File: config.mk
export PLATFORM = sky130hd
export DESIGN_NAME = lfa_div
export DESIGN_NICKNAME = d
export VERILOG_FILES = /design/src/sv/bspline_lattice_fit_accumulator_unit_macros.svh /design/src/sv/lfa_pkg.sv /design/src/sv/lfa_div.sv
export SDC_FILE = /design/constraint.sdc
export NUM_CORES = 1
export LEC_CHECK = 0
export BUFFER_PORTS_ARGS = -buffer_cell sky130_fd_sc_hd__buf_2
export CAP_MARGIN = 5
export CORE_ASPECT_RATIO = 0.8
export CORE_UTILIZATION = 30
export DETAILED_ROUTE_END_ITERATION = 12
export GPL_ROUTABILITY_DRIVEN = 0
export GPL_TIMING_DRIVEN = 0
export PLACE_DENSITY = 0.52
export SYNTH_ARGS = -nofsm -noshare
export SYNTH_HDL_FRONTEND = slang
export SYNTH_SLANG_ARGS = --single-unit
File: constraint.sdc
create_clock -name clk -period 5 [get_ports clk]
set_input_delay 1 -clock clk [delete_from_list [all_inputs] [get_ports clk]]
set_output_delay 1 -clock clk [all_outputs]
set_load 0.005 [all_outputs]
File: src/sv/bspline_lattice_fit_accumulator_unit_macros.svh
`ifndef BSPLINE_LATTICE_FIT_ACCUMULATOR_UNIT_MACROS_SVH
`define BSPLINE_LATTICE_FIT_ACCUMULATOR_UNIT_MACROS_SVH

// same-cycle implication
`define LFA_ASSERT_NOW(label, ante, cons) \
  label: assert property (@(posedge clk) disable iff (!rst_n) (ante) |-> (cons)) \
    else $error("assertion failed");

// next-cycle implication
`define LFA_ASSERT_NEXT(label, ante, cons) \
  label: assert property (@(posedge clk) disable iff (!rst_n) (ante) |=> (cons)) \
    else $error("assertion failed");

`endif

File: src/sv/lfa_pkg.sv
`default_nettype none
package lfa_pkg;
  localparam int MAX_CELLS_DEF = 64;
  localparam int FRAC_BITS_DEF = 16;

  localparam logic [1:0] OP_ADD   = 2'd0;
  localparam logic [1:0] OP_READ  = 2'd1;
  localparam logic [1:0] OP_CLEAR = 2'd2;

  localparam logic [1:0] STS_DONE    = 2'd0;
  localparam logic [1:0] STS_OUTSIDE = 2'd1;
  localparam logic [1:0] STS_RANGE   = 2'd2;

  localparam int NUM_W   = 48;
  localparam int WS_W    = 32;
  localparam int ENTRY_W = NUM_W + WS_W;
  localparam int DVD_W   = 65;
  localparam int B_W     = 17;
endpackage
`default_nettype wire

File: src/sv/lfa_div.sv
`default_nettype none
module lfa_div (
  input  wire logic                      clk,
  input  wire logic                      rst_n,
  input  wire logic                      start,
  input  wire logic [lfa_pkg::DVD_W-1:0] dividend,
  input  wire logic [31:0]               divisor,
  output logic                           done,
  output logic      [lfa_pkg::DVD_W-1:0] quotient
);
  logic [lfa_pkg::DVD_W-1:0] quo_r;
  logic [31:0]               rem_r;
  logic [31:0]               div_r;
  logic [6:0]                cnt_r;
  logic                      run_r;
  logic [32:0]               shifted;
  logic [32:0]               diff;

  assign shifted  = {rem_r, quo_r[lfa_pkg::DVD_W-1]};
  assign diff     = shifted - {1'b0, div_r};
  assign quotient = quo_r;

  always_ff @(posedge clk) begin
    if (!rst_n) begin
      run_r <= 1'b0;
      done  <= 1'b0;
      cnt_r <= '0;
    end else begin
      done <= 1'b0;
      if (start) begin
        run_r <= 1'b1;
        quo_r <= dividend;
        rem_r <= '0;
        div_r <= divisor;
        cnt_r <= 7'(lfa_pkg::DVD_W - 1);
      end else if (run_r) begin
        if (!diff[32]) begin
          rem_r <= diff[31:0];
          quo_r <= {quo_r[lfa_pkg::DVD_W-2:0], 1'b1};
        end else begin
          rem_r <= shifted[31:0];
          quo_r <= {quo_r[lfa_pkg::DVD_W-2:0], 1'b0};
        end
        cnt_r <= cnt_r - 7'd1;
        if (cnt_r == '0) begin
          run_r <= 1'b0;
          done  <= 1'b1;
        end
      end
    end
  end
endmodule
`default_nettype wire

== Yosys cells after proc, flatten, opt, wreduce, memory -nomap -nowiden ==
Cells that the tools add are included.

* Flip-flop bits (word level): 138
* Bits in latches: 0
* Bits in writable memories: 0
* Bits in read-only memories: 0
* Bits of input ports: 100
* Output and inout bits: 66
* Logic and storage cells: 28
* Memories kept: 0

* Add/sub/neg operators: 2
* Multipliers: 0
* Divide/modulo/power cells: 0
* Order comparisons: 0
* Eq/ne operators: 0
* Shift operators: 0
* Mux-type cells: 11
* Bitwise operators: 2
* Reductions and logical operators: 6

{| class="wikitable"
|+ Operator list
! operator !! count
|-
| $mux 65 || 2
|-
| $mux 32 || 2
|-
| $sub 33x32->33 || 1
|-
| $mux 7 || 2
|-
| $logic_not 7->1 || 1
|-
| $sub 7x1->7 const B || 1
|-
| $mux 1 || 5
|-
| $reduce_and 2->1 || 2
|-
| $reduce_or 3->1 || 1
|-
| $not 1->1 || 2
|-
| $reduce_bool 2->1 || 1
|-
| $reduce_or 2->1 || 1
|}

== Longest topological paths before layout ==
* Depth in word-level cells: 4
* Mapped depth: 13
* Gate-level depth less buffers: 12

== Least setup slack after synthesis ==
OpenSTA, ideal clock, no wires.

* Kind: input to register
* Start point: input start
* End point: register run_r
* Library setup time: 0.068 ns
* Arrival: 4.123 ns
* Required time: 4.932 ns
* Slack: 0.809 ns
* Stages: 4
* Buffers on the path: 2
* Path through: clkbuf_1 clkbuf_1 o21a_1 o41a_1

* Word-level cells in the longest chain between the ends: 1

{| class="wikitable"
|+ Ends and longest elaborated chain
! what !! RTL line !! source
|-
| start, declared || lfa_div.sv:5 || <nowiki>input wire logic start,</nowiki>
|-
| $mux 1 || lfa_div.sv:30 || <nowiki>if (start) begin</nowiki>
|-
| end signal, assigned || lfa_div.sv:25 || <nowiki>run_r <= 1'b0;</nowiki>
|-
| end signal, assigned || lfa_div.sv:31 || <nowiki>run_r <= 1'b1;</nowiki>
|-
| end signal, assigned || lfa_div.sv:46 || <nowiki>run_r <= 1'b0;</nowiki>
|-
| end, declared || lfa_div.sv:15 || <nowiki>logic run_r;</nowiki>
|}

No other way between the ends.
A chain may end at the register's enable or synchronous reset.

== Worst setup path after layout ==
* Start point: register quo_r (netlist bit quotient[64])
* End point: register rem_r[12], data pin

* Word-level cells in the longest chain between the ends: 3

{| class="wikitable"
|+ Ends and longest elaborated chain
! what !! RTL line !! source
|-
| start, declared || lfa_div.sv:11 || <nowiki>logic [lfa_pkg::DVD_W-1:0] quo_r;</nowiki>
|-
| start signal, assigned || lfa_div.sv:32 || <nowiki>quo_r <= dividend;</nowiki>
|-
| start signal, assigned || lfa_div.sv:39 || <nowiki>quo_r <= {quo_r[lfa_pkg::DVD_W-2:0], 1'b1};</nowiki>
|-
| start signal, assigned || lfa_div.sv:42 || <nowiki>quo_r <= {quo_r[lfa_pkg::DVD_W-2:0], 1'b0};</nowiki>
|-
| $sub 33x32->33 || lfa_div.sv:20 || <nowiki>assign diff = shifted - {1'b0, div_r};</nowiki>
|-
| $mux 32 || lfa_div.sv:37 || <nowiki>if (!diff[32]) begin</nowiki>
|-
| $mux 32 || lfa_div.sv:36 || <nowiki>end else if (run_r) begin</nowiki>
|-
| end signal, assigned || lfa_div.sv:38 || <nowiki>rem_r <= diff[31:0];</nowiki>
|-
| end signal, assigned || lfa_div.sv:41 || <nowiki>rem_r <= shifted[31:0];</nowiki>
|-
| end, declared || lfa_div.sv:12 || <nowiki>logic [31:0] rem_r;</nowiki>
|}

No other way between the ends. The select of a mux whose other input is x is not followed.

==> results.py <==
metrics = {
    "status": {
        "outcome": "complete, no violations",
    },
    "global_route": {
        "gr-total-overflow": 0,
        "antenna_found_initial": 0,
        "grt_pass1_vias": 5598,
        "grt_pass1_wl_um": 29500,
        "grt_util_all_layers_pct": 15.3,
        "grt_max_degree": 57,
    },
    "power_and_ir_drop": {
        "p_leak_nw": 3.78,
        "seqPwrFrac_pct": 40.3,
        "p_sw_share_pct": 30.1,
        "power_density_nw_per_um2": 384,
        "pwr-share-comb_pct": 23.2,
        "p_int_mw": 2.50,
        "p_total_mw": 3.57,
        "netSwitchingPower_mw": 1.08,
        "p_clk_share_pct": 36.6,
        "irDropWorstVdd_mv": 0.249,
    },
    "placement": {
        "dp_hpwl_um": 13500,
        "io_buffers": 164,
        "placed_cells": 1111,
        "dp_slack_ps": 1460,
    },
    "detailed_routing": {
        "vias": 5424,
        "ant_nets": 0,
        "drt_first_pass_iters": 4,
        "drt_iter0_drc": 237,
        "via_per_inst": 4.75,
        "drc_errors": 0,
        "drt-wirelength-per-cell_um": 16.4,
        "routed_wl_um": 18800,
    },
    "timing": {
        "rsz0062_at_grt": "false",
        "min_period_over_period_pct": 64.8,
        "max_freq_mhz": 309,
        "post-route-min-period_ps": 3240,
        "skew_ps": 10.0,
        "layout_setup_ws_ps": 1760,
        "relSlewSlack_pct": 43.6,
        "setup_viol": 0,
        "finalHoldViolations": 0,
        "maxSlewViolCount": 0,
        "worstMarginPinSlew_ps": 847,
    },
    "synth": {
        "synth_xor_area_share_pct": 4.23,
        "synth-adder-area-share_pct": 5.98,
        "syn-num-nets": 763,
        "yosysSeqAreaShare_pct": 54.4,
        "ys_warn_count": 0,
        "yosysTopAreaCell": "edfxtp_1",
        "synth_edf_count": 129,
        "synth-simple-area-share_pct": 9.30,
        "syn_area_sq_um": 7450,
        "synth_compound_area_share_pct": 11.2,
        "syn_avg_cell_area_sq_um": 11.9,
        "ys_ff_latch": 138,
        "synth_top_flop_cell": "edfxtp_1",
        "yosysTopAreaCellShare_pct": 52.0,
        "netlist-cell-type-count": 61,
        "synth_top_family_by_area": "compound AO/OA/AOI/OAI gates",
        "synthTopCellsByArea": "edfxtp_1, mux2_2, ha_1",
        "async_reset_ff_share_pct": 0,
        "synth_cells": 628,
        "synthMuxAreaShare_pct": 11.0,
    },
    "final_layout": {
        "final_cell_count_no_fill": 1143,
        "fill_cells": 2446,
        "drive_above_1_share_pct": 34.4,
        "final_nets": 947,
        "num_antenna_cells": 0,
        "syn_to_final_growth_pct": 24.8,
    },
    "clock_network": {
        "cts_hold_buf": 0,
        "cts_sinks": 138,
        "clock_path_buffers": 2,
        "clkTransAtPathRegs_ps": 70,
        "post_cts_resized": 0,
        "cts_tree": "done",
        "cts-root-buf": "clkbuf_16",
        "postCtsSetupBuffers": 0,
        "h-tree-depth": 4,
        "insertion_delay_ps": 430,
        "numCtsBuffers": 17,
    },
    "critical_path": {
        "path_cells": "inv_1 -> ha_1 -> fa_1 -> nand2b_1 -> a21o_1 -> a211o_1 -> nand2_1 -> o21a_4 -> a21oi_4 -> xnor2_4 -> buf_8 -> mux2i_1 -> nor2_1",
        "worstPathRequired_ps": 5150,
        "cp.buffers_inverters": 2,
        "crit_family": "compound AO/OA/AOI/OAI gates",
        "critPathMaxFanout": 10,
        "worstPathArrival_ps": 3390,
        "critPathSlowestCell": "edfxtp_1",
        "worst_setup_path_start_kind": "flop",
        "crit_type": "flop to flop",
        "critical_path.endpoint_type": "flop",
        "cpPeakStageDelay_ps": 420,
    },
    "floorplanning": {
        "die_w_um": 178,
        "num_rows": 51,
        "core_sq_um": 24400,
        "die_height_um": 143,
        "die-area_sq_um": 25500,
        "start_util_pct": 30.6,
        "boundaryPins": 166,
    },
    "run": {
        "maxCapViolations": 0,
    },
    "min_path": {
        "hold_path.class": "flop to flop",
    },
}
layout by cell type (no fill, tap or decap), drive strengths merged, types with 6 or more instances in the layout:
master,count
o21a,9
o21ai,21
ha,34
nor2,37
xor2,10
nand2,67
clkbuf,32
a21oi,53
a21o,13
edfxtp,129
inv,50
nand3,8
buf,175
mux2,64
mux2i,10
nor3,9
dfxtp,9
xnor2,23
nand2b,6
through the flow:
stage | setup TNS [ps] | area (sq um) | util (%) | hold WS [ps]
6_report | 0 | 9300 | 38.1 | 511
5_1_grt | 0 | 9300 | 38.1 | 535
4_1_cts | 0 | 9300 | 38.1 | 509
3_5_place_dp | 0 | 8710 | 35.7 | 484
3_3_place_gp | -82550 | 8670 | 35.6 | 485
2_1_floorplan | 0 | 7450 | - | 441
path summary, 6_finish.rpt:
kind / cells after the start / from / slack (ps) / end
setup / recovery: 13 / quotient[64]$_DFFE_PP_ / 1760 / rem_r[12]$_SDFFCE_PP0P_
setup reg to reg: 13 / quotient[64]$_DFFE_PP_ / 1760 / rem_r[12]$_SDFFCE_PP0P_
hold reg to reg: 1 / cnt_r[6]$_SDFFE_PN0N_ / 510 / done$_SDFF_PP0_
hold / removal: 1 / cnt_r[6]$_SDFFE_PN0N_ / 510 / done$_SDFF_PP0_
sequential cells by signal, indices dropped and copies added, names as in the netlist:
name      count
cnt_r         7
div_r        32
done          1
quotient     65
rem_r        32
run_r         1
cell type report:
| cell class | instances | area [sq um] | share of cell area [%] |
|---|---|---|---|
| sequential | 138 | 4050 | 43.6 |
| multi-input combinational | 421 | 3120 | 33.5 |
| timing repair buffer | 165 | 848 | 9.13 |
| clock buffer | 17 | 425 | 4.58 |
| tap | 318 | 398 | 4.28 |
| inverter | 44 | 165 | 1.78 |
| clock inverter | 15 | 164 | 1.76 |
| buffer | 25 | 124 | 1.33 |
power by group through the flow:
stage               logic (mW)  clock network (mW)  registers, mW
CTS                      0.837                1.34           1.44
floorplan                0.592                   0           1.46
global route             0.931                1.37           1.45
detailed placement       0.833                   0           1.46
global placement         0.823                   0           1.47
finish                   0.829                1.31           1.44
cell usage after synthesis (5+ instances only):
cell type and count:
ha_1 34, a21o_1 13, nor2_1 35, o21ai_0 19, xor2_1 9, inv_1 44
a31oi_1 5, or3_1 5, nand3_1 7, dfxtp_1 9, edfxtp_1 129, nor3_1 9
clkbuf_1 15, nand2_1 66, o21a_1 8, nand2b_1 6, xnor2_1 22, a21oi_1 51
mux2_2 64, mux2i_1 10
routing by layer:
| layer | wire [um] | track usage, % | vias to the layer above |
|---|---|---|---|
| met4 | 190 | 4.50 | 0 |
| li1 | - | - | 2667 |
| met2 | 8160 | 23.4 | 179 |
| met1 | 8810 | 19.8 | 2567 |
| met3 | 1610 | 6.28 | 11 |
| met5 | 0 | 0 | - |
cell families (layout without fill, tap and decap cells):
family                     after synthesis  count (layout)
and+or+nand+nor                        151             151
DFF                                    138             138
AOI/OAI and AO/OA                      128             128
muxes                                   74              74
buffers and inverters                   69             266
adders and majority gates               35              35
xor gates and xnor gates                33              33
No activity file was read; power rests on OpenSTA's default activity.
